[src/hdl/lsp_pkg.sv]
`default_nettype none

package lsp_pkg;

  typedef enum logic [2:0] {
    CMD_PUSH   = 3'd0,
    CMD_POP    = 3'd1,
    CMD_PEEK   = 3'd2,
    CMD_TOP    = 3'd3,
    CMD_BOTTOM = 3'd4
  } command_t;

  typedef enum logic [1:0] {
    ST_OK      = 2'd0,
    ST_FULL    = 2'd1,
    ST_EMPTY   = 2'd2,
    ST_BAD_POS = 2'd3
  } status_t;

  // what every cell does on a transfer
  typedef enum logic [1:0] {
    OP_HOLD = 2'd0,
    OP_PUSH = 2'd1,
    OP_POP  = 2'd2
  } shift_op_t;

  typedef struct packed {
    shift_op_t op;
    status_t   status;
    logic      use_data;
    logic      full;
    logic      empty;
  } ctrl_t;

  localparam logic [4:0] LIMIT_RESET = 5'd16;

endpackage

`default_nettype wire

[src/hdl/lsp_cell.sv]
`default_nettype none

module lsp_cell
  import lsp_pkg::*;
#(
  parameter int WIDTH = 32
) (
  input  wire logic             clk,
  input  wire shift_op_t        op,
  input  wire logic [WIDTH-1:0] above,
  input  wire logic [WIDTH-1:0] below,
  output logic      [WIDTH-1:0] word
);

  logic [WIDTH-1:0] word_next;

  always_comb begin
    unique case (op)
      OP_PUSH: word_next = above;
      OP_POP:  word_next = below;
      default: word_next = word;
    endcase
  end

  always_ff @(posedge clk) begin
    word <= word_next;
  end

endmodule

`default_nettype wire

[src/hdl/lsp_ctrl.sv]
`default_nettype none

module lsp_ctrl
  import lsp_pkg::*;
#(
  parameter int DEPTH = 16
) (
  input  wire logic [2:0]                     command,
  input  wire logic [4:0]                     position,
  input  wire logic [$clog2(DEPTH+1)-1:0]     entry_count,
  input  wire logic [4:0]                     limit,
  output ctrl_t                               ctrl,
  output logic      [$clog2(DEPTH)-1:0]       rd_idx,
  output logic      [$clog2(DEPTH+1)-1:0]     count_next
);

  localparam int CW = $clog2(DEPTH + 1);
  localparam int IW = $clog2(DEPTH);
  localparam int XW = (CW > 5) ? CW : 5;

  logic [XW-1:0] lim_x;
  logic [XW-1:0] depth_x;
  logic [XW-1:0] lim_eff;
  logic [XW-1:0] cnt_x;
  logic [XW-1:0] pos_x;
  logic [XW-1:0] cnt_next_x;

  // limit of zero acts as one, anything above DEPTH as DEPTH
  always_comb begin
    lim_x   = XW'(limit);
    depth_x = XW'(DEPTH);
    priority if (lim_x == '0) begin
      lim_eff = XW'(1);
    end else if (lim_x > depth_x) begin
      lim_eff = depth_x;
    end else begin
      lim_eff = lim_x;
    end
  end

  // top of stack sits in cell 0
  always_comb begin
    cnt_x         = XW'(entry_count);
    pos_x         = XW'(position);
    ctrl.op       = OP_HOLD;
    ctrl.status   = ST_OK;
    ctrl.use_data = 1'b0;
    rd_idx        = '0;
    count_next    = entry_count;
    unique case (command)
      CMD_PUSH: begin
        if (cnt_x >= lim_eff) begin
          ctrl.status = ST_FULL;
        end else begin
          ctrl.op    = OP_PUSH;
          count_next = entry_count + CW'(1);
        end
      end
      CMD_POP: begin
        if (entry_count == '0) begin
          ctrl.status = ST_EMPTY;
        end else begin
          ctrl.op       = OP_POP;
          ctrl.use_data = 1'b1;
          count_next    = entry_count - CW'(1);
        end
      end
      CMD_PEEK: begin
        if (pos_x == '0 || pos_x > cnt_x) begin
          ctrl.status = ST_BAD_POS;
        end else begin
          ctrl.use_data = 1'b1;
          rd_idx        = IW'(pos_x - XW'(1));
        end
      end
      CMD_TOP: begin
        if (entry_count == '0) begin
          ctrl.status = ST_EMPTY;
        end else begin
          ctrl.use_data = 1'b1;
        end
      end
      CMD_BOTTOM: begin
        if (entry_count == '0) begin
          ctrl.status = ST_EMPTY;
        end else begin
          ctrl.use_data = 1'b1;
          rd_idx        = IW'(entry_count - CW'(1));
        end
      end
      default: ;
    endcase
    cnt_next_x = XW'(count_next);
    ctrl.full  = (cnt_next_x >= lim_eff);
    ctrl.empty = (count_next == '0);
  end

endmodule

`default_nettype wire

[src/hdl/lifo_stack_with_peek.sv]
`default_nettype none

// Bounded LIFO stack of words with peek. Every command transfer (push, pop,
// peek at depth n from the top, read top, read bottom) yields one result with
// data, status, entry count and full/empty flags. A command is taken every
// clock: the result is registered and appears on the cycle after the
// transfer, and in_ready only drops while that output register holds a
// result the consumer has not taken. The entries live in a row of DEPTH
// cells with the top in the first cell; a push shifts the whole row down one
// cell and a pop shifts it up, so each command costs one cell update plus
// one read through the cell select. stack_limit (0 acts as 1, above DEPTH as
// DEPTH) may be written only while no result is pending.
module lifo_stack_with_peek
  import lsp_pkg::*;
#(
  parameter int DEPTH     = 16,
  parameter int WORD_BITS = 32
) (
  input  wire logic               clk,
  input  wire logic               rst,
  input  wire logic               stack_limit_wen,
  input  wire logic [4:0]         stack_limit,
  input  wire logic               in_valid,
  output logic                    in_ready,
  input  wire logic [2:0]         command,
  input  wire logic signed [31:0] value,
  input  wire logic [4:0]         position,
  output logic                    out_valid,
  input  wire logic               out_ready,
  output logic signed [31:0]      data,
  output logic [1:0]              status,
  output logic [4:0]              count,
  output logic                    is_full,
  output logic                    is_empty
);

  localparam int CW = $clog2(DEPTH + 1);
  localparam int IW = $clog2(DEPTH);

  logic [4:0]           limit;
  logic [CW-1:0]        entry_count;
  logic [CW-1:0]        entry_count_next;
  ctrl_t                ctrl;
  logic [IW-1:0]        rd_idx;
  logic                 accept;
  shift_op_t            cell_op;
  logic [WORD_BITS-1:0] push_word;
  logic [WORD_BITS-1:0] rd_word;
  logic [WORD_BITS-1:0] cell_word  [DEPTH];
  logic [WORD_BITS-1:0] above_word [DEPTH];
  logic [WORD_BITS-1:0] below_word [DEPTH];

  assign in_ready  = !out_valid || out_ready;
  assign accept    = in_valid && in_ready;
  assign cell_op   = accept ? ctrl.op : OP_HOLD;
  assign push_word = WORD_BITS'($unsigned(value));
  assign rd_word   = cell_word[rd_idx];

  lsp_ctrl #(
    .DEPTH(DEPTH)
  ) u_ctrl (
    .command    (command),
    .position   (position),
    .entry_count(entry_count),
    .limit      (limit),
    .ctrl       (ctrl),
    .rd_idx     (rd_idx),
    .count_next (entry_count_next)
  );

  for (genvar i = 0; i < DEPTH; i++) begin : g_cell
    if (i == 0) begin : g_top
      assign above_word[i] = push_word;
    end else begin : g_mid
      assign above_word[i] = cell_word[i-1];
    end
    // the last cell's contents past the count are never read
    if (i == DEPTH - 1) begin : g_last
      assign below_word[i] = cell_word[i];
    end else begin : g_inner
      assign below_word[i] = cell_word[i+1];
    end

    lsp_cell #(
      .WIDTH(WORD_BITS)
    ) u_cell (
      .clk  (clk),
      .op   (cell_op),
      .above(above_word[i]),
      .below(below_word[i]),
      .word (cell_word[i])
    );
  end

  always_ff @(posedge clk) begin
    if (rst) begin
      limit       <= LIMIT_RESET;
      entry_count <= '0;
      out_valid   <= 1'b0;
    end else begin
      if (stack_limit_wen) begin
        limit <= stack_limit;
      end
      if (accept) begin
        entry_count <= entry_count_next;
        out_valid   <= 1'b1;
      end else if (out_ready) begin
        out_valid <= 1'b0;
      end
    end
  end

  // result register
  always_ff @(posedge clk) begin
    if (accept) begin
      data     <= ctrl.use_data ? 32'(rd_word) : '0;
      status   <= ctrl.status;
      count    <= 5'(entry_count_next);
      is_full  <= ctrl.full;
      is_empty <= ctrl.empty;
    end
  end

  a_count_bound: assert property (@(posedge clk) disable iff (rst)
    entry_count <= CW'(DEPTH))
    else $error("entry count beyond depth");

  a_push_incr: assert property (@(posedge clk) disable iff (rst)
    (accept && ctrl.op == OP_PUSH) |=> entry_count == CW'($past(entry_count) + CW'(1)))
    else $error("push did not grow the stack");

  a_pop_decr: assert property (@(posedge clk) disable iff (rst)
    (accept && ctrl.op == OP_POP) |=> entry_count == CW'($past(entry_count) - CW'(1)))
    else $error("pop did not shrink the stack");

  a_err_zero: assert property (@(posedge clk) disable iff (rst)
    (out_valid && status != ST_OK) |-> data == '0)
    else $error("error result carries data");

endmodule

`default_nettype wire
[config.mk]
export PLATFORM = sky130hd
export DESIGN_NAME = lifo_stack_with_peek
export DESIGN_NICKNAME = d
export VERILOG_FILES = /design/src/hdl/lsp_pkg.sv /design/src/hdl/lsp_cell.sv /design/src/hdl/lsp_ctrl.sv /design/src/hdl/lifo_stack_with_peek.sv
export SDC_FILE = /design/constraint.sdc
export NUM_CORES = 1
export LEC_CHECK = 0
export ABC_AREA = 0
export BUFFER_PORTS_ARGS = -buffer_cell sky130_fd_sc_hd__buf_2
export CAP_MARGIN = 20
export CELL_PAD_IN_SITES_DETAIL_PLACEMENT = 1
export CELL_PAD_IN_SITES_GLOBAL_PLACEMENT = 2
export CORE_ASPECT_RATIO = 0.9
export CORE_MARGIN = 1.5
export CORE_UTILIZATION = 50
export CTS_BUF_LIST = sky130_fd_sc_hd__clkbuf_4 sky130_fd_sc_hd__clkbuf_8 sky130_fd_sc_hd__clkbuf_16
export DETAILED_ROUTE_END_ITERATION = 10
export PLACE_DENSITY_LB_ADDON = 0.1
export REMOVE_ABC_BUFFERS = 1
export SLEW_MARGIN = 10
export SYNTH_ARGS = -nofsm -noshare
export SYNTH_HDL_FRONTEND = slang
export SYNTH_SLANG_ARGS = --single-unit
[constraint.sdc]
create_clock -name clk -period 19.3 [get_ports clk]
set_clock_uncertainty 0.05 [all_clocks]
set_input_delay 0 -clock clk [delete_from_list [all_inputs] [get_ports clk]]
set_output_delay 0 -clock clk [all_outputs]
set_load 0.02 [all_outputs]
==> impl_results.rst <==
.. list-table::
   :header-rows: 1

   * - Metric
     - Value
   * - Worst-path clk slew
     - 60 ps
   * - Maximum clock path buffer count
     - 3
   * - Hold violation total from the final report
     - 0
   * - Final number of setup-violating endpoints
     - 0
   * - Standard cell with the maximum stage delay on the critical path
     - buf_4
   * - Kind of launch point of the worst setup path
     - register
   * - Worst slew margin relative to its limit
     - 0.1349
   * - Residual DRC count
     - 0
   * - Post-DR wirelength/cell
     - 20.67 um
   * - Fraction of registers with async set/reset
     - 0
   * - Overflow left after global routing
     - 0
   * - Synthesized area per cell
     - 15.08 um2
   * - Count of flip-flops with a built-in enable after synthesis
     - 553
   * - Placer's final routability congestion estimate
     - 0.7692
   * - Sinks on Clock Net
     - 564
   * - Setup repair after global routing missed its margin
     - false
   * - Launch point of the worst reg-to-reg path
     - entry_count[0]
   * - Aggregate routed wire length
     - 57480 um
   * - Clock share of power
     - 0.402
   * - Highest cell delay on the worst timing path
     - 740 ps
   * - Final standard cell utilization of the core
     - 0.5687
   * - Series of cell instances along the critical path
     - inv_1, ha_1, or3b_1, nor2_4, inv_2, ha_1, and2_1, o21bai_4, buf_4, buf_4, buf_12, mux2_2, o211ai_1, nand4_1
   * - Buffer count from post-CTS setup fixing
     - 0
   * - Commonest cells in the netlist
     - edfxtp_1 (553), mux2_2 (526), nand2_1 (137)
   * - Count of mapped cells out of synthesis
     - 1878
   * - Critical path peak fanout
     - 167
   * - Pins Over Slew Limit
     - 0
   * - Layout cell share with drive strength beyond 1
     - 0.3684
   * - Die ar.
     - 0.05806 mm2
   * - Synthesis warning total
     - 0
   * - Reg power frac
     - 0.520
   * - Worst flop-to-flop path endpoint
     - data[3]
   * - Count of buffers from port buffering
     - 92
   * - Clock period minus final worst setup slack
     - 5399 ps
   * - Worst R2R Path Depth
     - 14
   * - Clock insertion delay at the later pin of the skew report
     - 620 ps
   * - Clock tree from TritonCTS
     - done
   * - Library cell with the largest summed area after synthesis
     - edfxtp_1
   * - Length of the first detailed-routing pass in iterations
     - 5
   * - Transition time at the pin with the least slew margin
     - 1298 ps
   * - Setup total negative slack
     - 0 ps
   * - Class of the most critical setup path
     - register to register
   * - Root cell of the clock tree
     - clkbuf_16
   * - Startpoint of the most critical hold path
     - value[5]
   * - Antenna violations before repair
     - 0
   * - Aggregate global-route resource usage
     - 0.2024
   * - Detailed router's first-iteration violation count
     - 866
   * - Vias in the first global route
     - 16.86k
   * - Rows
     - 82
   * - Number of maximum-capacitance violations
     - 0
   * - Min-delay worst type
     - input port to register
   * - Via-per-instance ratio
     - 5.677
   * - Final worst-path cycle share
     - 0.2797
   * - Nature of the critical path endpoint
     - register
   * - Netlist cell types
     - 53
   * - Number of placed I/O pins
     - 93
   * - Power share of the combinational group
     - 0.077
   * - Area share of the largest cell type after synthesis
     - 0.5865
   * - Switching component of the power
     - 615.2 uW
   * - Number of CTS-inserted buffers
     - 60
   * - Die Wd
     - 253.8 um
   * - Number of register bits inferred by synthesis
     - 564
   * - Global-route wire length before repair
     - 94740 um
   * - CP Data Required Time
     - 19590 ps
   * - Highest attainable clock frequency
     - 185.2 MHz
   * - Inserted Diodes
     - 0
   * - Antenna Nets Post-Route
     - 0
   * - Synth Flop Type
     - edfxtp_1
   * - Nets@finish
     - 2047
   * - Overall die height
     - 228.8 um
   * - Result of the run
     - finished, final reports clean
   * - Post-DP HPWL
     - 31570 um
   * - Dominant cell by count in the synthesized netlist
     - edfxtp_1
   * - Sequential cell area fraction in the yosys report
     - 0.5943
   * - End point of the most critical hold path
     - g_cell[0].u_cell.word[5]
   * - H-Tree Depth
     - 2
   * - Area delta synth->final
     - 12.11%
   * - Placed Cells
     - 2615
   * - Dominant cells by area after synthesis
     - edfxtp_1 (59%), mux2_2 (21%), mux2i_1 (4.8%)
   * - Final non-filler cell total
     - 2781
   * - Leakage power summed over all cells
     - 11.51 nW
   * - CORE AREA
     - 0.05581 mm2
   * - Reg-to-reg setup timing slack
     - 13900 ps
   * - Syn Std Cell Area
     - 0.02831 mm2
   * - Vias after detailed routing
     - 15.79k
   * - Worst vdd rail ir drop
     - 0.00007158 V
   * - Internal
     - 2.104 mW
   * - Initial Utilization
     - 0.5073
   * - Number of instances on the worst hold path
     - 3
   * - Fraction of power spent switching nets
     - 0.2262
   * - Largest net degree at the start of global routing
     - 208
   * - Power density of the placed cells
     - 85.67 mW/mm2
   * - Arrival time reported for the critical path endpoint
     - 5690 ps
-- state kept, by name (all words and copies together) (netlist names) --
name,count
entry_count,5
limit,5
data,32
status,2
count,5
out_valid,1
is_empty,1
g_cell.u_cell.word,512
is_full,1
-- kinds of logic after synthesis --
logic type	count (synthesis)	share of synthesized area
simple gates	222	0.03531
flops	564	0.5943
buf+inv	150	0.02528
xor+xnor	3	0.0009282
compound gates	176	0.04587
fa+ha+maj	21	0.009192
mux	742	0.2891
-- stage by stage --
stage	hold slack (ps)	setup slack (ps)	instance area [um2]	power, mW
finish	167.4	13900	31740	2.719
floorplan	14.65	5482	27680	1.620
CTS	112.7	13990	31720	2.758
global route	143.1	13710	31740	2.824
detailed placement	181.9	13970	29320	1.645
global placement	169.9	14070	29320	1.638
-- metal layers --
metal	vias to the layer above	wire (um)	track usage
met4	0	917	0.04706
met1	7994	27660	0.2882
li1	7551	-	-
met2	173	27400	0.3289
met5	-	0	0
met3	71	1504	0.02756
-- layout make-up --
class,count,area (um2)
Clock buffer,79,1644
Sequential cell,564,16830
Fill cell,5280,24070
Inverter,22,90.09
Multi-Input combinational cell,1164,10820
Tap cell,756,945.9
Clock inverter,31,205.2
Timing Repair Buffer,165,1216
-- critical path: cells and delay by family (launching register included) --
family	cells	cell delay (ps)
multiplexers	1	430
flip-flops	1	340
AND/OR/NAND/NOR	4	860
adder cells (fa/ha/maj)	2	440
buffers and inverters	5	2290
AO/OA/AOI/OAI	2	310
-- how the worst max path moves through the flow --
| stage | start | to | depth (start not counted) |
|---|---|---|---|
| final | entry_count[0] | data[3] | 14 |
| after detailed placement | entry_count[0] | data[3] | 14 |
| after CTS | entry_count[0] | data[3] | 14 |
| after global routing | entry_count[0] | data[20] | 14 |
| after global placement | entry_count[0] | data[3] | 14 |
| after floorplan | limit[3] | g_cell[0].u_cell.word[0] | 11 |
-- power groups by stage --
stage	Clock, mW	Sequential (mW)	Combinational [mW]
floorplan	0	1.46	0.162
global placement	0	1.44	0.198
detailed placement	0	1.44	0.204
CTS	1.13	1.42	0.214
global route	1.17	1.42	0.231
finish	1.09	1.42	0.211
-- layout by cell type, fill, tap and decap left out, types with 18 or more instances in the layout --
| cell type | synthesis | routed |
|---|---|---|
| mux2i_1 | 135 | 135 |
| clkbuf_4 | 0 | 19 |
| buf_2 | 38 | 92 |
| mux2_2 | 526 | 526 |
| dlygate4sd3_1 | 0 | 55 |
| clkinv_1 | 0 | 18 |
| inv_1 | 20 | 18 |
| ha_1 | 20 | 18 |
| mux2_1 | 81 | 81 |
| nand4_1 | 34 | 34 |
| nand2_1 | 137 | 137 |
| o211ai_1 | 129 | 129 |
| clkbuf_16 | 0 | 60 |
| nor2_1 | 21 | 19 |
| edfxtp_1 | 553 | 553 |
-- timing repair --
action | 4_1_cts | 5_1_grt
endpoints found under the hold margin | 46 | 0
hold buffers | 55 | 0
gates resized for setup | 0 | 0
setup endpoints to repair | 0 | 0
(Power assumes the default switching activity.)
